### src/rtl/pdx_pkg.sv
package pdx_pkg;

  localparam int MaxPayload = 8;
  localparam int IdxW       = $clog2(MaxPayload);
  localparam int LenW       = 4;
  localparam int ByteW      = 8;
  localparam int OutDataW   = 80;

  localparam logic [ByteW-1:0] START_BYTE = 8'h02;
  localparam logic [ByteW-1:0] END_BYTE   = 8'h03;

  localparam logic OP_RX_BYTE = 1'b0;
  localparam logic OP_TAKE    = 1'b1;

  typedef enum logic [2:0] {
    PH_HUNT = 3'd0,
    PH_CMD  = 3'd1,
    PH_LEN  = 3'd2,
    PH_PAY  = 3'd3,
    PH_CHK  = 3'd4,
    PH_END  = 3'd5
  } phase_t;

  typedef struct packed {
    logic [MaxPayload-1:0][ByteW-1:0] payload;
    logic [LenW-1:0]                  payload_len;
    logic [ByteW-1:0]                 command;
  } pdx_result_t;

endpackage

### src/rtl/pdx_parser.sv
module pdx_parser
  import pdx_pkg::*;
(
  input  logic        clk,
  input  logic        rst_n,
  input  logic        req_valid,
  input  logic        req_op,
  input  logic [7:0]  req_byte,
  output logic        res_valid,
  output pdx_result_t res
);

  phase_t                 phase_r, phase_nxt;
  logic [ByteW-1:0]       cmd_r, cmd_nxt;
  logic [LenW-1:0]        len_r, len_nxt;
  logic [LenW-1:0]        idx_r, idx_nxt;
  logic [ByteW-1:0]       chk_r, chk_nxt;
  logic                   full_r, full_nxt;
  logic [ByteW-1:0]       store_r [MaxPayload];
  logic                   store_we;
  logic [LenW:0]          idx_inc;

  always_ff @(posedge clk) begin
    if (!rst_n) begin
      phase_r <= PH_HUNT;
      cmd_r   <= '0;
      len_r   <= '0;
      idx_r   <= '0;
      chk_r   <= '0;
      full_r  <= 1'b0;
    end else begin
      phase_r <= phase_nxt;
      cmd_r   <= cmd_nxt;
      len_r   <= len_nxt;
      idx_r   <= idx_nxt;
      chk_r   <= chk_nxt;
      full_r  <= full_nxt;
    end
  end

  // payload store, undefined until written
  always_ff @(posedge clk) begin
    if (store_we) begin
      store_r[idx_r[IdxW-1:0]] <= req_byte;
    end
  end

  assign idx_inc = {1'b0, idx_r} + {{LenW{1'b0}}, 1'b1};

  always_comb begin
    phase_nxt = phase_r;
    cmd_nxt   = cmd_r;
    len_nxt   = len_r;
    idx_nxt   = idx_r;
    chk_nxt   = chk_r;
    full_nxt  = full_r;
    store_we  = 1'b0;
    res_valid = 1'b0;
    if (req_valid) begin
      if (req_op == OP_TAKE) begin
        full_nxt = 1'b0;
      end else begin
        case (phase_r)
          PH_CMD: begin
            cmd_nxt   = req_byte;
            chk_nxt   = req_byte;
            phase_nxt = PH_LEN;
          end
          PH_LEN: begin
            len_nxt = req_byte[LenW-1:0];
            chk_nxt = chk_r ^ req_byte;
            idx_nxt = '0;
            if (req_byte > ByteW'(MaxPayload)) begin
              phase_nxt = PH_HUNT;
            end else if (req_byte != '0) begin
              phase_nxt = PH_PAY;
            end else begin
              phase_nxt = PH_CHK;
            end
          end
          PH_PAY: begin
            store_we = 1'b1;
            chk_nxt  = chk_r ^ req_byte;
            idx_nxt  = idx_inc[LenW-1:0];
            if (idx_inc >= {1'b0, len_r}) begin
              phase_nxt = PH_CHK;
            end
          end
          PH_CHK: begin
            phase_nxt = (req_byte == chk_r) ? PH_END : PH_HUNT;
          end
          PH_END: begin
            phase_nxt = PH_HUNT;
            if (req_byte == END_BYTE && !full_r) begin
              full_nxt  = 1'b1;
              res_valid = 1'b1;
            end
          end
          default: begin
            if (req_byte == START_BYTE) begin
              phase_nxt = PH_CMD;
              chk_nxt   = '0;
            end else begin
              phase_nxt = PH_HUNT;
            end
          end
        endcase
      end
    end
  end

  always_comb begin
    res.command     = cmd_r;
    res.payload_len = len_r;
    for (int k = 0; k < MaxPayload; k++) begin
      res.payload[k] = ({1'b0, len_r} > (LenW+1)'(k)) ? store_r[k] : '0;
    end
  end

endmodule

### src/rtl/pdx_skid.sv
module pdx_skid
  import pdx_pkg::*;
(
  input  logic        clk,
  input  logic        rst_n,
  input  logic        push,
  input  pdx_result_t push_data,
  output logic        space,
  output logic        pop_valid,
  input  logic        pop_ready,
  output pdx_result_t pop_data
);

  logic        main_valid_r, skid_valid_r;
  pdx_result_t main_r, skid_r;

  always_ff @(posedge clk) begin
    if (!rst_n) begin
      main_valid_r <= 1'b0;
      skid_valid_r <= 1'b0;
    end else if (pop_ready || !main_valid_r) begin
      if (skid_valid_r) begin
        main_valid_r <= 1'b1;
        skid_valid_r <= 1'b0;
      end else begin
        main_valid_r <= push;
      end
    end else if (push) begin
      skid_valid_r <= 1'b1;
    end
  end

  always_ff @(posedge clk) begin
    if (pop_ready || !main_valid_r) begin
      main_r <= skid_valid_r ? skid_r : push_data;
    end else if (push) begin
      skid_r <= push_data;
    end
  end

  assign space     = !skid_valid_r;
  assign pop_valid = main_valid_r;
  assign pop_data  = main_r;

endmodule

### src/rtl/packet_deframer_xor_check.sv
// stx/etx packet deframer with xor check and a one-packet mailbox
// in_ channel: one request per received link byte (in_tuser = 0, byte in
//   in_tdata) or a mailbox release from the consumer (in_tuser = 1)
// out_ channel: one request per good frame, carrying command, length and
//   eight payload bytes (bytes beyond the length read zero)
// a good frame is delivered only while the mailbox is free, otherwise it
//   is dropped; a release request frees the mailbox again
// output: the result of the end byte is registered on out_ when that byte is
//   accepted, or held in the skid entry while out_ is stalled
// throughput: one request per cycle while in_tready is high, set by the frame
//   state machine
// reset (rst_n low, synchronous): hunts for a start byte, mailbox free,
//   output empty
// receiver stall: a two-entry output register absorbs one pending result;
//   in_tready drops only while both entries are occupied
module packet_deframer_xor_check
  import pdx_pkg::*;
(
  input  logic                clk,
  input  logic                rst_n,
  input  logic                in_tvalid,
  output logic                in_tready,
  input  logic [7:0]          in_tdata,   // rx_byte
  input  logic                in_tuser,   // op
  output logic                out_tvalid,
  input  logic                out_tready,
  output logic [OutDataW-1:0] out_tdata   // command, payload_len, byte0..byte7, zero fill
);

  logic        accept;
  logic        res_valid;
  logic        space;
  pdx_result_t res;
  pdx_result_t pop_data;

  assign in_tready = space;
  assign accept    = in_tvalid && space;

  pdx_parser u_parser (
    .clk       (clk),
    .rst_n     (rst_n),
    .req_valid (accept),
    .req_op    (in_tuser),
    .req_byte  (in_tdata),
    .res_valid (res_valid),
    .res       (res)
  );

  pdx_skid u_skid (
    .clk       (clk),
    .rst_n     (rst_n),
    .push      (res_valid),
    .push_data (res),
    .space     (space),
    .pop_valid (out_tvalid),
    .pop_ready (out_tready),
    .pop_data  (pop_data)
  );

  assign out_tdata = {{(OutDataW - $bits(pdx_result_t)){1'b0}}, pop_data};

endmodule
### config.mk
export PLATFORM = sky130hd
export DESIGN_NAME = packet_deframer_xor_check
export DESIGN_NICKNAME = d
export VERILOG_FILES = /design/src/rtl/pdx_pkg.sv /design/src/rtl/pdx_parser.sv /design/src/rtl/pdx_skid.sv /design/src/rtl/packet_deframer_xor_check.sv
export SDC_FILE = /design/constraint.sdc
export NUM_CORES = 1
export LEC_CHECK = 0
export CORE_UTILIZATION = 68
export DETAILED_ROUTE_END_ITERATION = 16
export DONT_BUFFER_PORTS = 1
export PLACE_DENSITY = 0.9
export SYNTH_ARGS = -nofsm -noshare
export SYNTH_HDL_FRONTEND = slang
export SYNTH_SLANG_ARGS = --single-unit
### constraint.sdc
create_clock -name clk -period 19.2 [get_ports clk]
set_clock_uncertainty 0.1 [all_clocks]
set_input_delay 0.96 -clock clk [delete_from_list [all_inputs] [get_ports clk]]
set_output_delay 0.96 -clock clk [all_outputs]
set_load 0.03 [all_outputs]
* Word level (Yosys, flattened, before mapping)
Memories as Yosys holds them, arrays and structs flattened.
Cells that the tools add are included.
** Storage, ports and cells
- Register bits :: 182
- Latch bits :: 0
- Bits in writable memories :: 64
- Bits in read-only memories :: 0
- Memories :: 1
** Operators by class
- Add/subtract/negate cells :: 1
- Multipliers :: 0
- Div/mod/pow operators :: 0
- Magnitude comparators :: 10
- Equality and inequality tests :: 9
- Shifts and indexed selects :: 0
- Mux-type cells :: 31
- Bitwise gates (word level) :: 5
- Reductions and logical operators :: 21
** Memories
- u_parser.store_r :: depth 8, width 8, rd ports 8, clocked after Yosys merged registers in 0, wr ports 1, RTL line pdx_parser.sv:19 : logic [ByteW-1:0] store_r [MaxPayload];
** Operators with widths (number)
- 76-bit two-way mux :: 1
- 8-bit two-way mux :: 9
- 8-bit one-hot mux with 3 select lines :: 1
- 8-bit by 2-bit == test with 1-bit output (second input constant) :: 2
- 4-bit by 3-bit > comparator with 1-bit output (second input constant) :: 4
- 3-bit one-hot mux with 5 select lines :: 1
- 3-bit AND reduction :: 5
- 1-bit two-way mux :: 14
- 3-bit two-way mux :: 4
- 8-bit == test :: 1
- 4-bit by 1-bit > comparator with 1-bit output (second input constant) :: 2
- 4-bit by 2-bit > comparator with 1-bit output (second input constant) :: 2
- 8-bit by 4-bit > comparator with 1-bit output (second input constant) :: 1
- 4-bit one-hot mux with 2 select lines :: 1
- 8-bit nonzero test :: 1
- 8-bit XOR :: 1
- 3-bit by 2-bit == test with 1-bit output (second input constant) :: 2
- 3-bit == test (second input constant) :: 2
- 2-bit nonzero test :: 3
- 2-bit OR reduction :: 3
- 4-bit by 1-bit adder with 5-bit output (second input constant) :: 1
- 5-bit by 4-bit >= comparator with 1-bit output :: 1
- 1-bit NOT :: 4
- 4-bit AND reduction :: 1
- other kinds (7) :: 10

* Depth between registers and ports, before layout
- Depth in word-level cells :: 7
- Mapped depth :: 9
- Depth with buffers taken out :: 8

* Cells and area by module
From an unflattened synthesis, not the netlist that was laid out.
** Unflattened totals
- Cell total of the unflattened synthesis :: 604
- Area total of the unflattened synthesis :: 9779.4 um2
** Modules (own cells, without submodules)
- pdx_skid :: instances 1, cells an instance 246, area an instance 5650.4 um2
- pdx_parser :: instances 1, cells an instance 352, area an instance 4088.9 um2
- packet_deframer_xor_check :: instances 1, cells an instance 6, area an instance 40.0 um2

* Worst setup path after synthesis
No wires, ideal clock.
- Path kind :: input to register
- Start point :: input port out_tready
- End point :: register u_skid.skid_r[0] in the netlist's numbering (enable)
- Library setup time :: 605 ps
- Arrival time :: 7637 ps
- Path slack :: 10858 ps
- Stages :: 3
- Cells stage by stage :: nor2b_1 > inv_1 > nor3_1
** On the way
- Longest elaborated chain between the ends :: 3
** RTL lines
- start: declaration :: RTL line packet_deframer_xor_check.sv:26 : input logic out_tready,
- 1-bit logical OR :: RTL line pdx_skid.sv:34 : if (pop_ready || !main_valid_r) begin
- 1-bit NOT (no source line)
- 2-bit AND reduction (no source line)
- end signal: assignment :: RTL line pdx_skid.sv:37 : skid_r <= push_data;
- end: declaration :: RTL line pdx_skid.sv:15 : pdx_result_t main_r, skid_r;
No other way between the ends.
A chain may end at the register's enable or synchronous reset.

* Worst setup path after layout
- Start point :: register u_skid.skid_valid_r
- End point :: output port in_tready
** On the way
- Longest elaborated chain between the ends :: 1
** RTL lines
- start: declaration :: RTL line pdx_skid.sv:14 : logic main_valid_r, skid_valid_r;
- start signal: assignment :: RTL line pdx_skid.sv:20 : skid_valid_r <= 1'b0;
- start signal: assignment :: RTL line pdx_skid.sv:24 : skid_valid_r <= 1'b0;
- start signal: assignment :: RTL line pdx_skid.sv:29 : skid_valid_r <= 1'b1;
- 1-bit logical NOT :: RTL line pdx_skid.sv:41 : assign space = !skid_valid_r;
- end: declaration :: RTL line packet_deframer_xor_check.sv:22 : output logic in_tready,
No other way between the ends.

==> metrics.md <==
| Metric | Value |
|---|---|
| Yosys top cell by area | edfxtp_1 |
| Post-CTS setup repair buffer count | 0 |
| Post-synth top cells | edfxtp_1 (216), mux2_2 (57), and2_1 (56) |
| DRC violations left | 0 |
| Non-Filler Instances | 805 |
| Final worst setup slack | 15690 ps |
| Final hold vios | 0 |
| Max_cap viols | 0 |
| Die area | 14700 µm² |
| Drt first pass iters | 5 |
| R2R Path Start | u_skid.skid_valid_r |
| Proportion of layout cells with a drive suffix above 1 | 16.8% |
| Gr ovfl total | 0 |
| Fin crit share | 18.3% |
| Synthesized cell area | 9640 µm² |
| Number of DRC markers in iteration 0 | 527 |
| Total Routing Usage GR | 25.3% |
| Gpl congestion | 0.844 |
| Crit start category | flip-flop |
| Critical Path RT | 18140 ps |
| Most frequent cell after synthesis | edfxtp_1 |
| Final setup fails | 0 |
| Most area-consuming cells after synthesis | edfxtp_1 (67%), mux2_2 (6.7%), dfxtp_1 (6.2%), and2_1 (3.6%), mux2_1 (1.9%) |
| Insertion delay to the later sink of the worst-skew pair | 500 ps |
| Die width | 121 µm |
| Total number of vias | 5126 |
| Final WL | 18300 µm |
| Post-Syn Instances | 607 |
| Placed insts | 764 |
| CP Max Fanout | 42 |
| Min Tclk post-route | 3510 ps |
| I/O pin count | 95 |
| Post-synth EDFFs | 216 |
| Worst setup startpoint | u_skid.skid_valid_r |
| Register area share after synthesis | 73.5% |
| First-pass GRT wire length | 27800 µm |
| Initial Util | 69.5% |
| Worst r2r dst | u_parser.store_r[0][4] |
| Dpl ws | 15840 ps |
| Root buffer cell | clkbuf_16 |
| CTS sink cnt | 246 |
| CORE AREA | 13900 µm² |
| Vias in the first global route | 4994 |
| F_max | 285 MHz |
| Synth Register Bits | 246 |
| Post-cts sizing count | 0 |
| Proportion of netlist area held by the largest area contributor | 67.3% |
| CTS buffer count | 23 |
| Syn. warnings | 0 |
| Power Density | 97.0 nW/µm² |
| Worst-Margin Slew | 1100 ps |
| Worst reg-to-reg path cell count | 4 |
| RSZ-0062 raised after global routing | no |
| Antenna diode count | 0 |
| Worst path arrival time | 2450 ps |
| Clock-pin slew on the worst setup and hold paths | 70 ps |
| CTS HTree Levels | 1 |
| Avg WL per Cell | 22.7 µm |
| Chip height | 121 µm |
| Status | finished, final reports clean |
| Max_slew headroom | 26.1% |
| Main flop type after synthesis | edfxtp_1 |
| Ys async rst share | 0% |
| Setup TNS Final | 0 ps |
| Synth cell types | 54 |
| IO Port Bufs | 0 |
| Critical path endpoint category | primary output |
| Final HPWL DP | 10900 µm |
| P&R area growth vs syn | 8.79% |
| Antenna violations before repair | 0 |
| Mean Syn Cell Area | 15.9 µm² |
| Avg Vias per Cell | 6.37 |
| Critical Path Sink | in_tready |
| Layout Nets | 627 |
| Slew Limit Fails | 0 |
| Seq. cell area | 7090 µm² |
| Worst Hold Class | reg -> reg |
| CTS tree | done |
| Multi-input logic area | 2390 µm² |
| Largest net degree at the start of global routing | 77 |
| Maximum VDD drop | 0.0000636 V |
| CTS Buffer Depth | 3 |
| Critical path class | reg -> out |
| Post-DRT Antenna Nets | 0 |
| Leak | 4.05 nW |
| Filler cells | 735 |
| Row Count | 43 |
| R2r setup slk | 15870 ps |
| # hold bufs at CTS | 0 |
[through the flow]
stage | power (mW) | area, µm² | util (%) | hold WS, ps
finish | 1.02 | 10500 | 75.6 | 357
CTS | 1.02 | 10500 | 75.6 | 359
global placement | 0.591 | 9760 | 70.3 | 331
floorplan | 0.593 | 9650 | - | 323
detailed placement | 0.591 | 9760 | 70.3 | 349
global route | 1.04 | 10500 | 75.6 | 374
[critical path, stage by stage, from the launching register on]
cell     delay, ps
dfxtp_1        960
inv_2          500
buf_4          470
[layout by cell type (no fill, tap or decap), drive strengths merged, types with 13 or more instances in the layout]
cell and count:
and2 56, nand3 19, edfxtp 216, nand2 18, a21oi 13, mux2 73, o21ai 28, clkbuf 30
nor2 32, dfxtp 30
[cell families (layout without fill, tap and decap cells)]
kind of cell | count (synthesis) | count (layout) | share of synthesized area, %
buf+inv | 38 | 53 | 1.89
other cells | 1 | 4 | 0.0389
compound gates | 64 | 64 | 4.37
simple gates | 162 | 162 | 9.27
mux | 81 | 81 | 9.36
fa+ha+maj | 5 | 5 | 0.649
xor+xnor | 10 | 10 | 0.909
flops | 246 | 246 | 73.5
[where the power goes]
group          switching (mW)  internal, mW  leakage [nW]
logic                 0.00305       0.00165          1.05
clock network           0.186         0.251         0.362
registers           0.0000944         0.575          2.63
[area by class of cell]
| class | count | share of cell area, % |
|---|---|---|
| flip-flops and latches | 246 | 67.6 |
| multi-input cells | 326 | 22.8 |
| clock buffers | 30 | 6.14 |
| well taps | 180 | 2.15 |
| clock inverters | 11 | 0.823 |
| inverters | 9 | 0.334 |
| repair buffers | 3 | 0.215 |
[layer usage]
metal | GRT usage [%] | vias up | part of all wire (%)
li1 | - | 2259 | -
met1 | 33.4 | 2563 | 40
met2 | 42.0 | 263 | 50
met3 | 4.93 | 41 | 7.3
met4 | 9.18 | 0 | 2.5
met5 | 0 | - | 0
[how the worst min path moves through the flow]
stage                                 start               end  cells after the start
after floorplan           u_parser.cmd_r[7]  u_skid.skid_r[7]                      0
after global placement    u_parser.cmd_r[7]  u_skid.skid_r[7]                      0
after detailed placement  u_parser.cmd_r[0]  u_skid.skid_r[0]                      0
after CTS                 u_parser.cmd_r[6]  u_skid.skid_r[6]                      0
after global routing      u_parser.cmd_r[0]  u_skid.skid_r[0]                      0
final                     u_parser.cmd_r[4]  u_skid.skid_r[4]                      0
[state kept, by name, indices dropped and copies added (netlist names)]
name / flops
u_parser.chk_r: 8
u_parser.cmd_r: 8
u_parser.full_r: 1
u_parser.idx_r: 4
u_parser.len_r: 4
u_parser.phase_r: 3
u_parser.store_r: 64
u_skid.pop_data: 76
u_skid.pop_valid: 1
u_skid.skid_r: 76
u_skid.skid_valid_r: 1
Note: power is estimated with default switching activity, not from simulation.
